**src/hw/rtl/jsu_pkg.sv**
```systemverilog
`timescale 1ns / 1ps

package jsu_pkg;

  // Decoder phase
  typedef enum logic [1:0] {
    PH_IDLE = 2'd0,
    PH_STR  = 2'd1,
    PH_ESC  = 2'd2
  } phase_t;

  // Result word kinds
  typedef enum logic [1:0] {
    K_BYTE = 2'd0,
    K_DONE = 2'd1,
    K_ERR  = 2'd2
  } kind_t;

  // Error codes
  localparam logic [2:0] E_NONE    = 3'd0;
  localparam logic [2:0] E_NOQUOTE = 3'd1;
  localparam logic [2:0] E_CTRL    = 3'd2;
  localparam logic [2:0] E_UNTERM  = 3'd3;
  localparam logic [2:0] E_ESC     = 3'd4;
  localparam logic [2:0] E_NUL     = 3'd5;
  localparam logic [2:0] E_FULL    = 3'd6;

  // Characters of interest
  localparam logic [7:0] CHR_QUOTE  = 8'h22;
  localparam logic [7:0] CHR_BSLASH = 8'h5c;
  localparam logic [7:0] CHR_SLASH  = 8'h2f;
  localparam logic [7:0] CTRL_LIMIT = 8'd32;

  // Register map
  localparam logic REG_CAPACITY = 1'b0;
  localparam logic [15:0] CAP_RESET = 16'd64;

  // One result word
  typedef struct packed {
    kind_t       kind;
    logic [7:0]  dbyte;
    logic [15:0] length;
    logic [2:0]  err;
  } result_t;

  // Escape letter to decoded byte; top bit set when the escape is known
  function automatic logic [8:0] esc_map(input logic [7:0] b);
    logic [8:0] r;
    case (b)
      CHR_QUOTE:  r = {1'b1, CHR_QUOTE};
      CHR_BSLASH: r = {1'b1, CHR_BSLASH};
      CHR_SLASH:  r = {1'b1, CHR_SLASH};
      8'h62:      r = {1'b1, 8'd8};   // b
      8'h66:      r = {1'b1, 8'd12};  // f
      8'h6e:      r = {1'b1, 8'd10};  // n
      8'h72:      r = {1'b1, 8'd13};  // r
      8'h74:      r = {1'b1, 8'd9};   // t
      default:    r = 9'd0;
    endcase
    return r;
  endfunction

endpackage

```
**src/hw/rtl/jsu_decode.sv**
```systemverilog
`timescale 1ns / 1ps

// Next-state and result logic for one byte of the string
module jsu_decode (
  input  jsu_pkg::phase_t  phase,
  input  logic [15:0]      count,
  input  logic [15:0]      capacity,
  input  logic [7:0]       byte_in,
  input  logic             line_end,
  output logic             emit,
  output jsu_pkg::result_t res,
  output jsu_pkg::phase_t  phase_nxt,
  output logic [15:0]      count_nxt
);
  import jsu_pkg::*;

  logic       store_en;
  logic [7:0] store_c;
  logic [8:0] esc;
  logic [16:0] count_inc;

  assign esc       = esc_map(byte_in);
  assign count_inc = {1'b0, count} + 17'd1;

  always_comb begin
    emit      = 1'b0;
    res       = '0;
    phase_nxt = phase;
    count_nxt = count;
    store_en  = 1'b0;
    store_c   = byte_in;

    case (phase)
      PH_IDLE: begin
        if (line_end || byte_in != CHR_QUOTE) begin
          emit     = 1'b1;
          res.kind = K_ERR;
          res.err  = E_NOQUOTE;
        end else begin
          count_nxt = '0;
          phase_nxt = PH_STR;
        end
      end
      PH_ESC: begin
        if (line_end) begin
          emit      = 1'b1;
          res.kind  = K_ERR;
          res.err   = E_UNTERM;
          phase_nxt = PH_IDLE;
        end else if (!esc[8]) begin
          emit      = 1'b1;
          res.kind  = K_ERR;
          res.err   = E_ESC;
          phase_nxt = PH_IDLE;
        end else begin
          store_en = 1'b1;
          store_c  = esc[7:0];
        end
      end
      default: begin
        // inside the string
        if (line_end) begin
          emit      = 1'b1;
          res.kind  = K_ERR;
          res.err   = E_UNTERM;
          phase_nxt = PH_IDLE;
        end else if (byte_in == CHR_QUOTE) begin
          emit      = 1'b1;
          phase_nxt = PH_IDLE;
          if (count >= capacity) begin
            res.kind = K_ERR;
            res.err  = E_FULL;
          end else begin
            res.kind   = K_DONE;
            res.length = count;
          end
        end else if (byte_in < CTRL_LIMIT) begin
          emit      = 1'b1;
          res.kind  = K_ERR;
          res.err   = E_CTRL;
          phase_nxt = PH_IDLE;
        end else if (byte_in == CHR_BSLASH) begin
          phase_nxt = PH_ESC;
        end else begin
          store_en = 1'b1;
        end
      end
    endcase

    // Store one decoded byte, checking NUL and buffer room
    if (store_en) begin
      emit = 1'b1;
      if (store_c == 8'd0) begin
        res.kind  = K_ERR;
        res.err   = E_NUL;
        phase_nxt = PH_IDLE;
      end else if (count_inc >= {1'b0, capacity}) begin
        res.kind  = K_ERR;
        res.err   = E_FULL;
        phase_nxt = PH_IDLE;
      end else begin
        res.kind  = K_BYTE;
        res.dbyte = store_c;
        count_nxt = count_inc[15:0];
        phase_nxt = PH_STR;
      end
    end
  end

endmodule

```
**src/hw/rtl/jsu_out_reg.sv**
```systemverilog
`timescale 1ns / 1ps

// Result register towards the master side
module jsu_out_reg (
  input  logic             clk,
  input  logic             rst_n,
  input  logic             load,
  input  jsu_pkg::result_t res_in,
  output logic             slot_free,
  output logic             out_valid,
  input  logic             out_ready,
  output jsu_pkg::result_t res_out
);
  import jsu_pkg::*;

  logic    valid_r;
  result_t data_r;

  assign slot_free = !valid_r || out_ready;
  assign out_valid = valid_r;
  assign res_out   = data_r;

  // valid flag
  always_ff @(posedge clk) begin
    if (!rst_n) begin
      valid_r <= 1'b0;
    end else if (load) begin
      valid_r <= 1'b1;
    end else if (out_ready) begin
      valid_r <= 1'b0;
    end
  end

  // payload, no reset
  always_ff @(posedge clk) begin
    if (load) begin
      data_r <= res_in;
    end
  end

endmodule

```
**src/hw/rtl/json_string_unescape_unit.sv**
```systemverilog
`timescale 1ns / 1ps

// Channel   Dir  Handshake            Payload
// in_       in   in_tvalid/tready     tdata: byte_req, tlast: line_end
// out_      out  out_tvalid/tready    tdata: decoded_byte, length, error_code; tuser: kind
// cfg_      in   APB, pready high     capacity at byte address 0
//
// One word per cycle sustained while out_tready stays high. A word is held in the input register
// and is decoded into the result register once that register has room, so its result
// is registered and waits there until the master takes it.
// The registered phase/count update bounds the rate.
// Reset (synchronous, rst_n low) empties both registers, sets idle and capacity 64.
// A stalled master holds the result register; the input register then fills and
// in_tready drops.
module json_string_unescape_unit (
  input  logic        clk,
  input  logic        rst_n,
  // slave side
  input  logic        in_tvalid,
  output logic        in_tready,
  input  logic [7:0]  in_tdata,   // [7:0] byte_req
  input  logic        in_tlast,   // line_end
  // master side
  output logic        out_tvalid,
  input  logic        out_tready,
  output logic [31:0] out_tdata,  // [7:0] decoded_byte, [23:8] length, [26:24] error_code
  output logic [1:0]  out_tuser,  // [1:0] kind
  // configuration
  input  logic        cfg_psel,
  input  logic        cfg_penable,
  input  logic        cfg_pwrite,
  input  logic [2:0]  cfg_paddr,
  input  logic [31:0] cfg_pwdata,
  output logic [31:0] cfg_prdata,
  output logic        cfg_pready
);
  import jsu_pkg::*;

  logic        s1_valid_r;
  logic [7:0]  s1_byte_r;
  logic        s1_end_r;
  phase_t      phase_r;
  phase_t      phase_nxt;
  logic [15:0] count_r;
  logic [15:0] count_nxt;
  logic [15:0] capacity_r;
  logic        slot_free;
  logic        advance;
  logic        emit;
  result_t     res;
  result_t     res_out;

  // Configuration register
  assign cfg_pready = 1'b1;
  assign cfg_prdata = (cfg_paddr[2] == REG_CAPACITY) ? {16'd0, capacity_r} : 32'd0;

  always_ff @(posedge clk) begin
    if (!rst_n) begin
      capacity_r <= CAP_RESET;
    end else if (cfg_psel && cfg_penable && cfg_pwrite && cfg_pready &&
                 cfg_paddr[2] == REG_CAPACITY) begin
      capacity_r <= cfg_pwdata[15:0];
    end
  end

  // Input register
  assign advance   = s1_valid_r && slot_free;
  assign in_tready = !s1_valid_r || slot_free;

  always_ff @(posedge clk) begin
    if (!rst_n) begin
      s1_valid_r <= 1'b0;
    end else if (in_tready) begin
      s1_valid_r <= in_tvalid;
    end
  end

  always_ff @(posedge clk) begin
    if (in_tvalid && in_tready) begin
      s1_byte_r <= in_tdata;
      s1_end_r  <= in_tlast;
    end
  end

  // Decode state
  always_ff @(posedge clk) begin
    if (!rst_n) begin
      phase_r <= PH_IDLE;
      count_r <= '0;
    end else if (advance) begin
      phase_r <= phase_nxt;
      count_r <= count_nxt;
    end
  end

  jsu_decode u_decode (
    .phase     (phase_r),
    .count     (count_r),
    .capacity  (capacity_r),
    .byte_in   (s1_byte_r),
    .line_end  (s1_end_r),
    .emit      (emit),
    .res       (res),
    .phase_nxt (phase_nxt),
    .count_nxt (count_nxt)
  );

  jsu_out_reg u_out (
    .clk       (clk),
    .rst_n     (rst_n),
    .load      (advance && emit),
    .res_in    (res),
    .slot_free (slot_free),
    .out_valid (out_tvalid),
    .out_ready (out_tready),
    .res_out   (res_out)
  );

  // Pack the result word
  assign out_tdata = {5'd0, res_out.err, res_out.length, res_out.dbyte};
  assign out_tuser = res_out.kind;

endmodule

```
**config.mk**
```make
export PLATFORM = sky130hd
export DESIGN_NAME = json_string_unescape_unit
export DESIGN_NICKNAME = d
export VERILOG_FILES = /design/src/hw/rtl/jsu_pkg.sv /design/src/hw/rtl/jsu_decode.sv /design/src/hw/rtl/jsu_out_reg.sv /design/src/hw/rtl/json_string_unescape_unit.sv
export SDC_FILE = /design/constraint.sdc
export NUM_CORES = 1
export LEC_CHECK = 0
export BUFFER_PORTS_ARGS = -buffer_cell sky130_fd_sc_hd__buf_2
export CORE_ASPECT_RATIO = 0.75
export CORE_MARGIN = 2
export CORE_UTILIZATION = 24
export CTS_BUF_LIST = sky130_fd_sc_hd__clkbuf_8
export CTS_CLUSTER_SIZE = 16
export DETAILED_ROUTE_END_ITERATION = 8
export PLACE_DENSITY_LB_ADDON = 0.08
export SLEW_MARGIN = 20
export SYNTH_ARGS = -nofsm -noshare
export SYNTH_HDL_FRONTEND = slang
export SYNTH_HIERARCHICAL = 1
export SYNTH_SLANG_ARGS = --single-unit
```
**constraint.sdc**
```tcl
create_clock -name clk -period 3.9 [get_ports clk]
set_input_delay 0.585 -clock clk [delete_from_list [all_inputs] [get_ports clk]]
set_output_delay 0.585 -clock clk [all_outputs]
set_load 0.02 [all_outputs]
```
## Word-level counts from Yosys, hierarchy flattened

Index checks and enable logic that the tools add are counted.

| word-level totals | value |
|---|---|
| output and inout port bits | 69 |
| bits of input ports | 51 |
| register bits after elaboration | 74 |
| word-level logic and storage cells | 110 |

| operators by class | value |
|---|---|
| order comparisons | 3 |
| muxes and demuxes | 62 |
| equal/unequal tests | 12 |
| add/subtract/negate cells | 1 |
| reduce and logical (&&, ||, !) cells | 18 |
| bitwise operators | 3 |

Operators with widths:

| kind | count |
|---|---|
| two-way mux 16 bit | 6 |
| case mux 9 bit (8 select lines) | 1 |
| equality test 8 x 7 -> 1 bit (second input constant) | 6 |
| two-way mux 8 bit | 5 |
| two-way mux 2 bit | 19 |
| two-way mux 3 bit | 8 |
| adder 16 x 1 -> 17 bit (second input constant) | 1 |
| greater-or-equal comparator 17 x 16 -> 1 bit | 1 |
| two-way mux 1 bit | 17 |
| equality test 8 x 6 -> 1 bit (second input constant) | 2 |
| greater-or-equal comparator 16 bit | 1 |
| two-way mux 10 bit | 1 |
| logical NOT 8 bit | 1 |
| less-than comparator 8 x 6 -> 1 bit (second input constant) | 1 |
| != test 8 x 6 -> 1 bit (second input constant) | 1 |
| case mux 2 bit (2 select lines) | 2 |
| nonzero test 7 bit | 1 |
| logical AND 1 bit | 6 |
| case mux 3 bit (2 select lines) | 1 |
| OR reduction 5 bit | 1 |
| != test 4 x 3 -> 1 bit (second input constant) | 1 |
| case mux 1 bit (2 select lines) | 2 |
| AND reduction 4 bit | 1 |
| logical OR 1 bit | 3 |
| other kinds (7) | 10 |

## Longest topological paths before layout

| depth | value |
|---|---|
| depth in word-level cells | 9 |
| mapped depth | 16 |
| depth with buffers taken out | 14 |

## Hierarchy

Netlist, hierarchy kept.

Modules (own cells, without submodules):

| module | times used | cells an instance | sequential area each (um^2) | area each (um^2) |
|---|---|---|---|---|
| json_string_unescape_unit | 1 | 209 | 970.9 | 2058.2 |
| jsu_decode | 1 | 286 | 0.0 | 1971.9 |
| jsu_out_reg | 1 | 33 | 890.9 | 919.6 |

## Worst setup path before layout

Ideal clock, no wire load.

| path | value |
|---|---|
| kind | reg-to-reg |
| start point | reg count_r[0] |
| end point | reg count_r[6] |
| buffers on the path | 1 |
| clock period less this slack | 3.408 ns |
| cell stages (with the launch flop) | 16 |
| data required time | 3.785 ns |
| library setup time | 0.115 ns |
| setup slack | 0.492 ns |
| arrival | 3.293 ns |
| path through | dfxtp_1 -> ha_1 -> nand2_1 -> nor4_1 -> nand3_1 -> xnor2_1 -> ha_1 -> nand3_1 -> nor2_1 -> nand3_1 -> a211o_1 -> clkbuf_1 -> and4_1 -> a31o_2 -> and3_1 -> o21a_1 |

| on the way | value |
|---|---|
| cells in the longest elaborated chain, start to end | 5 |

RTL lines:

| what | RTL line | RTL |
|---|---|---|
| from (decl) | json_string_unescape_unit.sv:44 | `logic [15:0] count_r;` |
| from (signal assigned) | json_string_unescape_unit.sv:92 | `count_r <= count_nxt;` |
| adder 16 x 1 -> 17 bit * | jsu_decode.sv:23 | `assign count_inc = {1'b0, count} + 17'd1;` |
| greater-or-equal comparator 17 x 16 -> 1 bit | jsu_decode.sv:97 | `end else if (count_inc >= {1'b0, capacity}) begin` |
| two-way mux 16 bit * | jsu_decode.sv:97 |  |
| two-way mux 16 bit * | jsu_decode.sv:93 | `if (store_c == 8'd0) begin` |
| two-way mux 16 bit * | jsu_decode.sv:91 | `if (store_en) begin` |
| via count_nxt[6] | json_string_unescape_unit.sv:45 | `logic [15:0] count_nxt;` |

Mark *: on every way through the listed nets, which the timed path passes. The rest lies on a longest branch.
A chain may end at the register's enable or synchronous reset.

## Final worst setup path

| path | value |
|---|---|
| start point | reg count_r[5] |
| end point | reg count_r[4] |

| on the way | value |
|---|---|
| cells in the longest elaborated chain, start to end | 5 |

RTL lines:

| what | RTL line |
|---|---|
| adder 16 x 1 -> 17 bit | jsu_decode.sv:23 |
| greater-or-equal comparator 17 x 16 -> 1 bit | jsu_decode.sv:97 |
| two-way mux 16 bit | jsu_decode.sv:97 |
| two-way mux 16 bit | jsu_decode.sv:93 |
| two-way mux 16 bit | jsu_decode.sv:91 |
| via count_nxt[4] | json_string_unescape_unit.sv:45 |

The timed path passes the listed nets, and every way through them passes these cells.

==> flow_summary.yaml <==
run_status:
  status: "finished, final reports clean"
timing:
  rsz0062_at_grt: "false"
  maxSlewViolCount: 0
  hold_viol: 0
  slew_headroom_pct: 31.4
  clock.fmax_mhz: 283
  skew_ps: 7.92
  fin_crit_sh_pct: 90.7
  finalCriticalPeriod_ps: 3540
  tightest_slew_ps: 1030
  setup_viol: 0
  setup_slack_ps: 362
  tns_ps: 0
synthesis:
  synth_edf_count: 38
  yosys.area.top_type: "edfxtp_1"
  ys_ff_latch: 74
  synth_ff_type: "edfxtp_1"
  synth_area_um2: 4950
  synth_cell_types: 64
  ys_warn_count: 6
  synthTopCellsByArea: "edfxtp_1 23%, dfxtp_1 15%, ha_1 8.3%"
  async_flop_share_pct: 0
  synth_seq_area_share_pct: 37.6
  synth_area_per_cell_um2: 9.37
  netlist.area_leader.share_pct: 23.1
  synthCells: 528
global_routing:
  grt_pass1_wl_um: 21300
  grt-ovfl-total: 0
  grt_pass1_vias: 3843
  grt_use_total_pct: 12.6
  grt_max_degree: 53
  antenna_found_initial: 0
worst_setup_path:
  cp.required_ps: 4160
  crit_type: "reg2reg"
  worst_setup_path_end_kind: "flop"
  worstPathMaxFanout: 14
  cp-start-kind: "flop"
  cp_data_arrival_time_ps: 3800
place:
  gp_congestion: 0.791
  dpl.hpwl_um: 9800
  port_buffers: 79
  dpl_worst_slack_ps: 333
finish:
  layout_common_cells: "79 x buf_2, 59 x nand2_1, 38 x edfxtp_1, 36 x dfxtp_1, 33 x ha_1"
  final_common_cell: "buf_2"
  fill_cells: 2176
  drive_gt1_share_pct: 23.3
  n_antenna_cell: 0
  syn_to_final_growth_pct: 17.7
  nets: 696
detailed_routing:
  drtIter0Drc: 187
  drc: 0
  first_pass_iters: 4
  ant_nets: 0
  wl_per_cell_um: 15.2
  via_per_inst: 4.62
  routed_wirelength_um: 13300
  num_vias: 4046
clock_tree:
  htree_num_levels: 3
  clock_path_buffers: 2
  cts_inserted_buffers: 9
  cts_setup_buffers: 0
  post_cts_resized: 0
  cts_tree: "yes"
  postCtsHoldBufs: 0
  clk_latency_ps: 370
  cts_sinks: 74
  cts.clk_slew.worst_paths_ps: 80
  cts-root-buf: "clkbuf_8"
power:
  powerDensity_nw_per_um2: 281
  peakVddDrop_v: 0.000132
  leakage_nw: 2.48
floorplan:
  core_um2: 20200
  die-height_um: 128
  row_count: 45
  dieWidth_um: 170
  io_pins: 120
  initial_core_util_pct: 24.5
  dieArea_um2: 21800
job:
  max_cap_violations: 0
min_path:
  holdCritPathClass: "in2reg"
==> metal layers <==
layer / up-vias / global-route usage (%) / share of wire, %
met5: - / 0 / 0
met4: 0 / 3.32 / 0.68
met3: 5 / 3.05 / 4.4
met2: 94 / 18.8 / 44
met1: 1933 / 18.2 / 51
li1: 2014 / - / -
==> report_power, final <==
part / total (mW) / internal (mW) / switching [mW]
clock: 0.630 / 0.299 / 0.332
combinational: 0.154 / 0.0492 / 0.105
sequential: 0.855 / 0.838 / 0.0174
==> sequential cells by signal (all words and copies together) (netlist names) <==
name and flops:
s1_end_r 1, s1_byte_r 8, s1_valid_r 1, phase_r 2, count_r 16, u_out/res_out 29
capacity_r 16, u_out/out_valid 1
==> synthesized netlist by cell type (3+ instances only) <==
cell,number
a211oi_1,4
a21boi_0,19
a21oi_1,19
a31o_1,6
a31o_2,7
a31oi_1,3
and2_1,18
and2b_2,6
and3_1,21
and4_1,12
buf_2,8
buf_4,22
buf_6,4
clkbuf_1,17
dfxtp_1,36
edfxtp_1,38
ha_1,33
inv_1,24
mux2i_1,18
nand2_1,59
nand3_1,11
nand4_1,8
nor2_1,20
nor2b_1,12
nor3_1,11
o211ai_1,4
o21a_1,21
o21ai_0,9
xnor2_1,9
xor2_1,6
==> worst max-delay path: stages, from the launching register on <==
cell and delay, ps:
dfxtp_1 500, nand2_1 170, nor4_1 310, buf_4 180, nand3_1 90, xnor2_1 170, ha_1 310, nand3_1 130
nor2_1 180, nand3_1 140, a211o_1 320, buf_4 200, and4_1 210, a31o_2 200, and3_1 150, o21a_1 180
==> layout make-up <==
| type | count | area, um2 | area share, % |
|---|---|---|---|
| inverters | 24 | 90.1 | 1.55 |
| clock buffers | 9 | 124 | 2.13 |
| repair buffers | 105 | 616 | 10.6 |
| multi-input cells | 398 | 2740 | 47.0 |
| clock inverters | 7 | 75.1 | 1.29 |
| well taps | 258 | 323 | 5.54 |
| flip-flops and latches | 74 | 1860 | 31.9 |
==> worst paths after layout <==
kind              cells after the start             to  slack (ps)           from
setup / recovery                     15     count_r[4]         360     count_r[5]
hold / removal                        1   s1_byte_r[2]         390    in_tdata[2]
setup reg to reg                     15     count_r[4]         360     count_r[5]
hold reg to reg                       2  capacity_r[7]         470  capacity_r[7]
==> metrics by stage <==
stage / total power, mW / hold slack [ps] / util, % / std cells / area [um2]
CTS: 1.68 / 356 / 28.8 / 875 / 5830
global placement: 1.03 / 466 / 27.8 / 859 / 5630
floorplan: 0.991 / 443 / - / 548 / 5020
finish: 1.64 / 391 / 28.8 / 875 / 5830
detailed placement: 1.03 / 468 / 27.8 / 859 / 5630
global route: 1.72 / 361 / 28.8 / 875 / 5830
==> cell families after synthesis <==
group | after synthesis | share of synthesized area, %
AOI/OAI and AO/OA | 110 | 16.0
other | 2 | 0.152
adders and majority gates | 33 | 8.34
buffers and inverters | 76 | 8.57
DFF | 74 | 37.6
xor gates and xnor gates | 15 | 2.65
muxes | 19 | 3.87
and+or+nand+nor | 199 | 22.9
Note: power is estimated with default switching activity, not from simulation.
